### config.mk
export PLATFORM = sky130hd
export DESIGN_NAME = loudness_to_led_brightness
export DESIGN_NICKNAME = d
export VERILOG_FILES = /design/src/design/lltb_pkg.sv /design/src/design/lltb_div.sv /design/src/design/lltb_front.sv /design/src/design/lltb_fifo.sv /design/src/design/lltb_back.sv /design/src/design/loudness_to_led_brightness.sv
export SDC_FILE = /design/constraint.sdc
export NUM_CORES = 2
export LEC_CHECK = 0
export BUFFER_PORTS_ARGS = -buffer_cell sky130_fd_sc_hd__buf_2
export CAP_MARGIN = 15
export CORE_ASPECT_RATIO = 2
export CORE_MARGIN = 2
export CORE_UTILIZATION = 45
export DETAILED_ROUTE_END_ITERATION = 10
export SYNTH_ARGS = -nofsm -noshare
export SYNTH_HDL_FRONTEND = slang
export SYNTH_SLANG_ARGS = --single-unit
### constraint.sdc
create_clock -name clock -period 10.1 [get_ports clock]
set_clock_uncertainty 0.1 [all_clocks]
set_input_delay 0.505 -clock clock [delete_from_list [all_inputs] [get_ports clock]]
set_output_delay 0.505 -clock clock [all_outputs]
set_load 0.005 [all_outputs]
### src/design/lltb_pkg.sv
// Package for the loudness to LED brightness block.
// Holds the configuration and queue word types, register codes and fixed constants.
// No dependencies; every other file of the block except lltb_div.sv imports it.
package lltb_pkg;

   // Register indexes on the configuration port, one 32-bit register per word address.
   localparam logic [1:0] REG_BASE_RED   = 2'd0;
   localparam logic [1:0] REG_BASE_GREEN = 2'd1;
   localparam logic [1:0] REG_BASE_BLUE  = 2'd2;
   localparam logic [1:0] REG_PEAK_FLOOR = 2'd3;

   // Word kinds carried on req_tuser.
   localparam logic SAMPLE_WORD = 1'b0;
   localparam logic CLEAR_WORD  = 1'b1;

   localparam logic [7:0]  BASE_RED_RESET   = 8'd64;
   localparam logic [7:0]  BASE_GREEN_RESET = 8'd128;
   localparam logic [7:0]  BASE_BLUE_RESET  = 8'd255;
   localparam logic [15:0] PEAK_FLOOR_RESET = 16'd2000;

   // Colour scale is Q8.8: 220 / max component, capped at 2.5.
   localparam logic [15:0] SCALE_NUM = 16'd56320;
   localparam logic [9:0]  SCALE_CAP = 10'd640;

   // Queue between front and back; the depth must be a power of two.
   localparam int QDEPTH = 2;
   localparam int QPTR_W = $clog2(QDEPTH);
   localparam int QCNT_W = $clog2(QDEPTH + 1);

   typedef struct packed {
      logic [7:0]  base_red;
      logic [7:0]  base_green;
      logic [7:0]  base_blue;
      logic [15:0] peak_floor;
   } lltb_cfg_type;

   // One classified word: either a reset of the smoothing state or a sample
   // together with the normalizing divisor the front worked out for it.
   typedef struct packed {
      logic        is_reset;
      logic [15:0] loudness;
      logic [15:0] divisor;
   } lltb_item_type;

endpackage

### src/design/lltb_div.sv
// Restoring unsigned divider, one quotient bit per cycle.
// Divides a W-bit dividend by a 16-bit nonzero divisor; uses no package items.
module lltb_div #(
   parameter int W = 32
) (
   input  logic         clock,
   input  logic         reset,
   input  logic         start,
   input  logic [W-1:0] dividend,
   input  logic [15:0]  divisor,
   output logic         busy,
   output logic [W-1:0] quotient
);

   localparam int CW = $clog2(W + 1);

   logic [W-1:0]  quot_ff;
   logic [15:0]   rem_ff;
   logic [15:0]   div_ff;
   logic [CW-1:0] count_ff;
   logic          busy_ff;
   logic [16:0]   trial_in;
   logic          fits_in;

   assign trial_in = {rem_ff, quot_ff[W-1]};
   assign fits_in  = trial_in >= {1'b0, div_ff};

   always_ff @(posedge clock) begin
      if (reset) begin
         busy_ff  <= 1'b0;
         count_ff <= '0;
      end else if (start) begin
         busy_ff  <= 1'b1;
         count_ff <= CW'(W);
      end else if (busy_ff) begin
         count_ff <= count_ff - CW'(1);
         if (count_ff == CW'(1)) begin
            busy_ff <= 1'b0;
         end
      end
   end

   always_ff @(posedge clock) begin
      if (start) begin
         quot_ff <= dividend;
         rem_ff  <= '0;
         div_ff  <= divisor;
      end else if (busy_ff) begin
         if (fits_in) begin
            rem_ff <= 16'(trial_in - {1'b0, div_ff});
         end else begin
            rem_ff <= trial_in[15:0];
         end
         quot_ff <= {quot_ff[W-2:0], fits_in};
      end
   end

   assign busy     = busy_ff;
   assign quotient = quot_ff;

endmodule

### src/design/lltb_front.sv
// Front end: accepts input words, tracks the decaying peak and works out the divisor.
// Depends on lltb_pkg for the configuration and queue word types.
module lltb_front (
   input  logic                   clock,
   input  logic                   reset,
   input  logic                   in_valid,
   input  logic                   in_type,
   input  logic [15:0]            in_loudness,
   output logic                   in_ready,
   input  lltb_pkg::lltb_cfg_type cfg,
   input  logic                   q_full,
   output logic                   q_push,
   output lltb_pkg::lltb_item_type q_item
);
   import lltb_pkg::*;

   logic [15:0] peak_ff;
   logic [15:0] peak_in;
   logic [23:0] peak_dec;
   logic [15:0] floor_v;

   // peak * 255 / 256, truncated.
   assign peak_dec = {peak_ff, 8'd0} - {8'd0, peak_ff};
   assign peak_in  = (in_loudness > peak_ff) ? in_loudness : peak_dec[23:8];
   assign floor_v  = (cfg.peak_floor == 16'd0) ? 16'd1 : cfg.peak_floor;

   assign in_ready = !q_full;
   assign q_push   = in_valid && in_ready;

   always_comb begin
      q_item.is_reset = in_type;
      q_item.loudness = in_loudness;
      q_item.divisor  = (peak_in > floor_v) ? peak_in : floor_v;
   end

   always_ff @(posedge clock) begin
      if (reset) begin
         peak_ff <= '0;
      end else if (q_push) begin
         peak_ff <= in_type ? 16'd0 : peak_in;
      end
   end

endmodule

### src/design/lltb_fifo.sv
// Short queue between the front end and the back end.
// Depends on lltb_pkg for the queue word type and depth.
module lltb_fifo (
   input  logic                    clock,
   input  logic                    reset,
   input  logic                    push,
   input  lltb_pkg::lltb_item_type push_item,
   input  logic                    pop,
   output lltb_pkg::lltb_item_type head_item,
   output logic                    full,
   output logic                    empty
);
   import lltb_pkg::*;

   lltb_item_type       mem_ff [QDEPTH];
   logic [QPTR_W-1:0]   wr_ptr_ff;
   logic [QPTR_W-1:0]   rd_ptr_ff;
   logic [QCNT_W-1:0]   count_ff;

   assign full      = count_ff == QCNT_W'(QDEPTH);
   assign empty     = count_ff == '0;
   assign head_item = mem_ff[rd_ptr_ff];

   always_ff @(posedge clock) begin
      if (reset) begin
         wr_ptr_ff <= '0;
         rd_ptr_ff <= '0;
         count_ff  <= '0;
      end else begin
         if (push) begin
            wr_ptr_ff <= QPTR_W'(wr_ptr_ff + 1'b1);
         end
         if (pop) begin
            rd_ptr_ff <= QPTR_W'(rd_ptr_ff + 1'b1);
         end
         if (push && !pop) begin
            count_ff <= count_ff + QCNT_W'(1);
         end else if (pop && !push) begin
            count_ff <= count_ff - QCNT_W'(1);
         end
      end
   end

   always_ff @(posedge clock) begin
      if (push) begin
         mem_ff[wr_ptr_ff] <= push_item;
      end
   end

`ifndef SYNTHESIS
   a_no_push_full: assert property (@(posedge clock) disable iff (reset) full |-> !push)
      else $error("queue written while full");
   a_no_pop_empty: assert property (@(posedge clock) disable iff (reset) empty |-> !pop)
      else $error("queue read while empty");
`endif

endmodule

### src/design/lltb_back.sv
// Back end: normalizes, squares and smooths the level, scales the colours and clears the level on a reset word.
// Depends on lltb_pkg and instantiates two lltb_div units.
module lltb_back #(
   parameter int F = 16
) (
   input  logic                    clock,
   input  logic                    reset,
   input  lltb_pkg::lltb_cfg_type  cfg,
   input  logic                    q_empty,
   input  lltb_pkg::lltb_item_type q_item,
   output logic                    q_pop,
   output logic                    out_valid,
   input  logic                    out_ready,
   output logic [39:0]             out_data
);
   import lltb_pkg::*;

   localparam int NW = 16 + F;
   localparam logic [F-1:0] ATTACK_Q = F'((64'd7 << F) / 10);
   localparam logic [F-1:0] DECAY_Q  = F'((64'd6 << F) / 10);
   localparam int SH_R = (F >= 16) ? F - 16 : 0;
   localparam int SH_L = (F >= 16) ? 0 : 16 - F;

   localparam logic [2:0] ST_IDLE   = 3'd0;
   localparam logic [2:0] ST_DIV    = 3'd1;
   localparam logic [2:0] ST_SQ     = 3'd2;
   localparam logic [2:0] ST_SMOOTH = 3'd3;
   localparam logic [2:0] ST_STEP   = 3'd4;
   localparam logic [2:0] ST_BASE   = 3'd5;
   localparam logic [2:0] ST_COLOR  = 3'd6;
   localparam logic [2:0] ST_OUT    = 3'd7;

   logic [2:0]      state_ff;
   logic [F-1:0]    smoothed_ff;
   logic [F-1:0]    norm_ff;
   logic [F-1:0]    target_ff;
   logic [F-1:0]    step_ff;
   logic            rise_ff;
   logic [9:0]      scale_ff;
   logic [17:0]     bs_ff;
   logic [1:0]      idx_ff;
   logic [7:0]      col_ff [3];
   logic            out_valid_ff;
   logic [39:0]     out_data_ff;

   logic            div_start;
   logic            norm_busy;
   logic            scale_busy;
   logic [NW-1:0]   norm_q;
   logic [15:0]     scale_q;
   logic [7:0]      maxc;
   logic [7:0]      base_sel;
   logic [2*F-1:0]  sq_prod;
   logic            rise_in;
   logic [F-1:0]    diff_in;
   logic [2*F-1:0]  step_prod;
   logic [17+F:0]   col_prod;
   logic [9:0]      col_val;
   logic [7:0]      col_sat;
   logic [31:0]     q16_wide;
   logic            out_free;

   assign q_pop     = (state_ff == ST_IDLE) && !q_empty;
   assign div_start = q_pop && !q_item.is_reset;

   always_comb begin
      maxc = cfg.base_red;
      if (cfg.base_green > maxc) begin
         maxc = cfg.base_green;
      end
      if (cfg.base_blue > maxc) begin
         maxc = cfg.base_blue;
      end
      if (maxc == 8'd0) begin
         maxc = 8'd1;
      end
   end

   lltb_div #(.W(NW)) u_norm_div (
      .clock    (clock),
      .reset    (reset),
      .start    (div_start),
      .dividend ({q_item.loudness, F'(0)}),
      .divisor  (q_item.divisor),
      .busy     (norm_busy),
      .quotient (norm_q)
   );

   lltb_div #(.W(16)) u_scale_div (
      .clock    (clock),
      .reset    (reset),
      .start    (div_start),
      .dividend (SCALE_NUM),
      .divisor  ({8'd0, maxc}),
      .busy     (scale_busy),
      .quotient (scale_q)
   );

   always_comb begin
      case (idx_ff)
         2'd0:    base_sel = cfg.base_red;
         2'd1:    base_sel = cfg.base_green;
         2'd2:    base_sel = cfg.base_blue;
         default: base_sel = 8'd0;
      endcase
   end

   assign sq_prod   = (2*F)'(norm_ff) * (2*F)'(norm_ff);
   assign rise_in   = target_ff > smoothed_ff;
   assign diff_in   = rise_in ? (target_ff - smoothed_ff) : (smoothed_ff - target_ff);
   assign step_prod = (2*F)'(diff_in) * (2*F)'(rise_in ? ATTACK_Q : DECAY_Q);
   assign col_prod  = (18+F)'(bs_ff) * (18+F)'(smoothed_ff);
   assign col_val   = col_prod[17+F:8+F];
   assign col_sat   = (col_val > 10'd255) ? 8'd255 : col_val[7:0];
   assign q16_wide  = (32'(smoothed_ff) << SH_L) >> SH_R;
   assign out_free  = !out_valid_ff || out_ready;

   always_ff @(posedge clock) begin
      if (reset) begin
         state_ff     <= ST_IDLE;
         smoothed_ff  <= '0;
         out_valid_ff <= 1'b0;
         idx_ff       <= '0;
      end else begin
         // In the output state the valid flag is handled below, where a new word
         // may replace the one that leaves in the same cycle.
         if (out_valid_ff && out_ready && (state_ff != ST_OUT)) begin
            out_valid_ff <= 1'b0;
         end
         case (state_ff)
            ST_IDLE: begin
               if (q_pop) begin
                  if (q_item.is_reset) begin
                     smoothed_ff <= '0;
                  end else begin
                     state_ff <= ST_DIV;
                  end
               end
            end
            ST_DIV: begin
               if (!norm_busy && !scale_busy) begin
                  state_ff <= ST_SQ;
               end
            end
            ST_SQ:     state_ff <= ST_SMOOTH;
            ST_SMOOTH: state_ff <= ST_STEP;
            ST_STEP: begin
               smoothed_ff <= rise_ff ? (smoothed_ff + step_ff) : (smoothed_ff - step_ff);
               idx_ff      <= 2'd0;
               state_ff    <= ST_BASE;
            end
            ST_BASE:   state_ff <= ST_COLOR;
            ST_COLOR: begin
               if (idx_ff == 2'd2) begin
                  state_ff <= ST_OUT;
               end else begin
                  idx_ff   <= idx_ff + 2'd1;
                  state_ff <= ST_BASE;
               end
            end
            ST_OUT: begin
               if (out_free) begin
                  out_valid_ff <= 1'b1;
                  state_ff     <= ST_IDLE;
               end
            end
            default:   state_ff <= ST_IDLE;
         endcase
      end
   end

   always_ff @(posedge clock) begin
      if (state_ff == ST_DIV) begin
         norm_ff  <= (|norm_q[NW-1:F]) ? '1 : norm_q[F-1:0];
         scale_ff <= (scale_q > 16'(SCALE_CAP)) ? SCALE_CAP : scale_q[9:0];
      end
      if (state_ff == ST_SQ) begin
         target_ff <= sq_prod[2*F-1:F];
      end
      if (state_ff == ST_SMOOTH) begin
         rise_ff <= rise_in;
         step_ff <= step_prod[2*F-1:F];
      end
      if (state_ff == ST_BASE) begin
         bs_ff <= 18'(base_sel) * 18'(scale_ff);
      end
      if (state_ff == ST_COLOR) begin
         col_ff[idx_ff] <= col_sat;
      end
      if (state_ff == ST_OUT && out_free) begin
         out_data_ff <= {q16_wide[15:0], col_ff[2], col_ff[1], col_ff[0]};
      end
   end

   assign out_valid = out_valid_ff;
   assign out_data  = out_data_ff;

`ifndef SYNTHESIS
   a_reset_clears: assert property (@(posedge clock) disable iff (reset)
      (q_pop && q_item.is_reset) |=> (smoothed_ff == '0))
      else $error("reset word did not clear the smoothed level");
   a_no_overshoot: assert property (@(posedge clock) disable iff (reset)
      (state_ff == ST_STEP) |=>
         (rise_ff ? (smoothed_ff <= target_ff) : (smoothed_ff >= target_ff)))
      else $error("smoothed level stepped past its target");
`endif

endmodule

### src/design/loudness_to_led_brightness.sv
// Top level of the loudness to LED brightness block.
// Holds the configuration registers and connects lltb_front, lltb_fifo and lltb_back.
// Depends on lltb_pkg.

// Each loudness sample word on the req_ stream produces one rsp_ word with red,
// green and blue LED brightness bytes and the smoothed level in Q0.16; a word with
// req_tuser high clears the peak and smoothed level and produces no rsp_ word. The
// front end takes a word whenever its two-entry queue has room, even while a
// finished result waits in the output register. The back end works on one
// sample at a time; the restoring divider produces the normalized level one
// quotient bit per cycle over 16 + LEVEL_FRAC_BITS bits. The back end handles
// a reset word in its idle state. The colour registers and the peak floor sit
// on an APB-style port at byte addresses 0, 4, 8 and 12 and should be written
// only while no sample is in flight.
module loudness_to_led_brightness #(
   parameter int LEVEL_FRAC_BITS = 16
) (
   input  logic        clock,
   input  logic        reset,
   // Input stream. tdata: loudness [15:0]. tuser: req_type [0] (1 = reset word).
   input  logic        req_tvalid,
   output logic        req_tready,
   input  logic [15:0] req_tdata,
   input  logic        req_tuser,
   // Result stream. tdata: red_level [7:0], green_level [15:8], blue_level [23:16],
   // smoothed_out [39:24].
   output logic        rsp_tvalid,
   input  logic        rsp_tready,
   output logic [39:0] rsp_tdata,
   // Configuration port.
   input  logic        csr_psel,
   input  logic        csr_penable,
   input  logic        csr_pwrite,
   input  logic [3:0]  csr_paddr,
   input  logic [31:0] csr_pwdata,
   output logic [31:0] csr_prdata,
   output logic        csr_pready
);
   import lltb_pkg::*;

   lltb_cfg_type  cfg_ff;
   lltb_item_type push_item;
   lltb_item_type head_item;
   logic          cfg_write;
   logic          q_push;
   logic          q_pop;
   logic          q_full;
   logic          q_empty;

   // The port never waits, so a write lands on its access cycle.
   assign csr_pready = 1'b1;
   assign cfg_write  = csr_psel && csr_penable && csr_pwrite;

   always_ff @(posedge clock) begin
      if (reset) begin
         cfg_ff.base_red   <= BASE_RED_RESET;
         cfg_ff.base_green <= BASE_GREEN_RESET;
         cfg_ff.base_blue  <= BASE_BLUE_RESET;
         cfg_ff.peak_floor <= PEAK_FLOOR_RESET;
      end else if (cfg_write) begin
         case (csr_paddr[3:2])
            REG_BASE_RED:   cfg_ff.base_red   <= csr_pwdata[7:0];
            REG_BASE_GREEN: cfg_ff.base_green <= csr_pwdata[7:0];
            REG_BASE_BLUE:  cfg_ff.base_blue  <= csr_pwdata[7:0];
            REG_PEAK_FLOOR: cfg_ff.peak_floor <= csr_pwdata[15:0];
            default:        cfg_ff            <= cfg_ff;
         endcase
      end
   end

   always_comb begin
      case (csr_paddr[3:2])
         REG_BASE_RED:   csr_prdata = {24'd0, cfg_ff.base_red};
         REG_BASE_GREEN: csr_prdata = {24'd0, cfg_ff.base_green};
         REG_BASE_BLUE:  csr_prdata = {24'd0, cfg_ff.base_blue};
         REG_PEAK_FLOOR: csr_prdata = {16'd0, cfg_ff.peak_floor};
         default:        csr_prdata = 32'd0;
      endcase
   end

   // The front end owns the peak, since it depends only on the order of samples.
   lltb_front u_front (
      .clock       (clock),
      .reset       (reset),
      .in_valid    (req_tvalid),
      .in_type     (req_tuser),
      .in_loudness (req_tdata),
      .in_ready    (req_tready),
      .cfg         (cfg_ff),
      .q_full      (q_full),
      .q_push      (q_push),
      .q_item      (push_item)
   );

   lltb_fifo u_fifo (
      .clock     (clock),
      .reset     (reset),
      .push      (q_push),
      .push_item (push_item),
      .pop       (q_pop),
      .head_item (head_item),
      .full      (q_full),
      .empty     (q_empty)
   );

   lltb_back #(.F(LEVEL_FRAC_BITS)) u_back (
      .clock     (clock),
      .reset     (reset),
      .cfg       (cfg_ff),
      .q_empty   (q_empty),
      .q_item    (head_item),
      .q_pop     (q_pop),
      .out_valid (rsp_tvalid),
      .out_ready (rsp_tready),
      .out_data  (rsp_tdata)
   );

endmodule

==> qor.txt <==
status - finished clean
Die W - 225 um
Syn Area/Cell - 9.69 sq um
critical path launch point type - flop
H-tree levels - 2
Cell Area, Synth - 44100 sq um
register bit total from synthesis - 407
I/O pin count - 135
vias in the first global route - 33800
Vias - 31200
placed inst area - 45800 sq um
WL/cell - 18.7 um
number of buffers created by CTS - 41
fin cells - 5860
Final Setup Violations - 0
Iter 0 DRT Violations - 1138
Critical Path Slowest Stage Cell - a2111oi_0
Fin. Hold Viols - 0
Post-synth EDFFs - 247
router iterations before antenna repair - 8
Setup Fix Bufs, Post-CTS - 0
slowest stage delay, CP - 0.64 ns
IO Port Bufs - 99
Pins Over Slew Limit - 0
main area contributors after synthesis - fa_1 (25%), edfxtp_1 (17%), ha_1 (14%)
CTS resizes - 0
Min-Delay Path Class - in -> reg
worst path arrival time - 9.25 ns
largest fanout on the critical path - 6
CTS tree - built
reg2reg start - u_back.target_ff[1]$_DFFE_PP_
fmax - 111 MHz
share of layout cells above drive strength 1 - 7.17%
GPL Wtd Cong - 0.918
sequential share of the synthesized area - 24.1%
root buffer cell - clkbuf_16
first-pass GRT wire length - 175000 um
async set-reset flop share out of synthesis - 0%
clk buf depth - 3
Reg2Reg Depth - 31
Crit. End Element - flop
Floorplan Core Area - 97300 sq um
# placed instances - 5779
CP required - 10.35 ns
drc violations - 0
# fillers - 9235
Detailed Route WL - 109000 um
Overflow after GRT - 0
Clk pin slew, worst setup/hold paths - 0.07 ns
Slew HR - 20.2%
Total GRT Usage - 22.5%
Layout area overhead - 7.20%
Starting Density - 45.3%
Worst Tran Pin Value - 1.19 ns
nets@finish - 5684
crit path launch - u_back.target_ff[1]$_DFFE_PP_
synth unique cells - 93
Post-Synthesis Cells - 4551
Final Cycle Share - 89.1%
Die Ht - 447 um
Cell Rows - 162
Die Area - 101000 sq um
area fraction of the dominant cell type after synthesis - 24.6%
synth warn - 0
initial antenna violation count - 1
TNS Setup - 0 ns
Skew-Pair Late Insertion Delay - 0.62 ns
Max-cap violations - 0
CP Capture Point - u_back.step_ff[15]$_DFFE_PN_
post-DP HPWL - 89700 um
r2r setup slk - 1.10 ns
pin count of the biggest net entering global routing - 73
Num Clock Sinks - 407
RSZ-0062 raised after global routing - no
Top FF cell, synth - edfxtp_1
Finished Cell Area - 47300 sq um
top cell type by total area after synthesis - fa_1
vias per inst - 5.33
worst r2r dst - u_back.step_ff[15]$_DFFE_PN_
Final Critical Period - 9.00 ns
Routed Antenna Nets - 0
critical setup path kind - reg -> reg
## critical path, delay by kind of cell (launching register included)
kind            cells  cell delay [ns]
compound gates      9             2.99
xor+xnor            1             0.25
fa+ha+maj           8             3.64
buf+inv             6             0.45
flops               1             0.39
simple gates        7             0.90
## logic make-up (layout without fill, tap and decap cells)
group | count (synthesis) | after routing | share of synthesized area [%]
AND/OR/NAND/NOR | 1196 | 1196 | 12.9
buffers and inverters | 1045 | 1097 | 9.10
adder cells (fa/ha/maj) | 1028 | 1028 | 38.4
AO/OA/AOI/OAI | 565 | 565 | 8.52
flip-flops | 407 | 407 | 24.1
XOR/XNOR | 156 | 156 | 3.12
multiplexers | 152 | 152 | 3.82
other | 2 | 29 | 0.0170
## flip-flops by register name (all words and copies together) (netlist names), 3 cells and up, named ones only
| register | cells |
|---|---|
| u_back.out_data | 16 |
| u_back.scale_ff | 10 |
| u_back.state_ff | 3 |
| u_back.norm_ff | 16 |
| u_back.target_ff | 16 |
| u_back.col_ff | 24 |
| u_back.u_norm_div.rem_ff | 16 |
| u_back.u_scale_div.rem_ff | 16 |
| u_back.u_scale_div.div_ff | 8 |
| u_back.smoothed_ff | 16 |
| u_back.u_norm_div.quotient | 32 |
| u_back.u_scale_div.quotient | 16 |
| u_front.peak_ff | 16 |
| cfg_ff | 40 |
| u_back.bs_ff | 18 |
| u_back.u_norm_div.count_ff | 6 |
| rsp_tdata | 24 |
| u_back.step_ff | 16 |
| u_back.u_scale_div.count_ff | 5 |
| u_fifo.mem_ff | 66 |
| u_back.u_norm_div.div_ff | 16 |
## worst min-delay path by stage
stage	from	end	slack (ns)	depth (start not counted)
2_1_floorplan	u_back.col_ff[0][0]$_DFFE_PP_	rsp_tdata[0]$_DFFE_PP_	0.30	0
3_3_place_gp	u_back.col_ff[2][4]$_DFFE_PP_	rsp_tdata[20]$_DFFE_PP_	0.30	0
3_5_place_dp	u_back.col_ff[1][5]$_DFFE_PP_	rsp_tdata[13]$_DFFE_PP_	0.30	0
4_1_cts	csr_pwdata[15]	cfg_ff[15]$_SDFFE_PP0P_	0.003	3
5_1_grt	csr_pwdata[13]	cfg_ff[13]$_SDFFE_PP0P_	0.03	3
6_report	csr_pwdata[11]	cfg_ff[11]$_SDFFE_PP0P_	0.03	3
## layout by cell type (no fill, tap or decap), types with 12 or more instances in the layout
| cell type | netlist | layout |
|---|---|---|
| mux2i_1 | 94 | 94 |
| a22oi_1 | 16 | 16 |
| dfxtp_1 | 160 | 158 |
| xor2_1 | 60 | 60 |
| nor4_1 | 17 | 17 |
| fa_1 | 542 | 542 |
| nor2b_1 | 29 | 29 |
| buf_2 | 14 | 100 |
| nand3_1 | 59 | 59 |
| conb_1 | 2 | 28 |
| edfxtp_1 | 247 | 247 |
| nor3_1 | 54 | 54 |
| a21oi_1 | 163 | 163 |
| or2_2 | 31 | 31 |
| nand4_1 | 25 | 25 |
| mux2_2 | 50 | 50 |
| a31oi_1 | 14 | 14 |
| a21o_1 | 48 | 48 |
| clkbuf_16 | 0 | 42 |
| nor2_1 | 250 | 247 |
| inv_1 | 882 | 881 |
| o21bai_1 | 12 | 12 |
| nand2_1 | 441 | 441 |
| and2_1 | 200 | 200 |
| xnor2_1 | 95 | 95 |
| a211oi_1 | 20 | 20 |
| buf_4 | 17 | 34 |
| o21a_1 | 35 | 35 |
| and3_1 | 22 | 22 |
| ha_1 | 486 | 486 |
| or3_1 | 15 | 15 |
| o21ai_0 | 123 | 123 |
| nand2b_1 | 16 | 16 |
| o211ai_1 | 26 | 26 |
## synthesized netlist by cell type (29+ instances only)
cell type / count
nor2_1: 250
xnor2_1: 95
a21o_1: 48
nand2_1: 441
nor2b_1: 29
o21a_1: 35
clkbuf_1: 122
fa_1: 542
a21oi_1: 163
ha_1: 486
and2_1: 200
nor3_1: 54
mux2i_1: 94
edfxtp_1: 247
dfxtp_1: 160
xor2_1: 60
o21ai_0: 123
nand3_1: 59
or2_2: 31
mux2_2: 50
inv_1: 882
## per-stage QoR
step / worst slack, ns / util [%] / hold slack, ns
2_1_floorplan: 2.11 / - / 0.300
3_3_place_gp: 1.14 / 47.1 / 0.301
3_5_place_dp: 1.08 / 47.1 / 0.305
4_1_cts: 1.05 / 48.6 / 0.00346
5_1_grt: 0.442 / 48.6 / 0.0259
6_report: 1.10 / 48.6 / 0.0295
## layer usage
| layer | GRT usage, % | routed length [um] | up-vias |
|---|---|---|---|
| met5 | 0 | 0 | - |
| met4 | 15.3 | 8700 | 0 |
| met3 | 1.88 | 2570 | 281 |
| met2 | 45.8 | 63100 | 557 |
| met1 | 20.3 | 35000 | 15600 |
| li1 | - | - | 14700 |
## layout make-up
type | count | area, sq um | area share [%]
Tap cell | 1230 | 1540 | 3.26
Timing Repair Buffer | 138 | 796 | 1.68
Multi-Input combinational cell | 3125 | 29600 | 62.6
Clock inverter | 21 | 258 | 0.545
Antenna cell | 1 | 2.50 | 0.00530
Inverter | 883 | 3310 | 7.01
Sequential cell | 407 | 10600 | 22.5
Clock buffer | 55 | 1150 | 2.43
## timing repair
action,CTS,global route
setup endpoints to repair,0,0
hold endpoints to repair,4,0
hold buffers,4,0
Power is not shown: default switching activity piles up to over one toggle a cycle in this logic, so the estimate is an artifact.
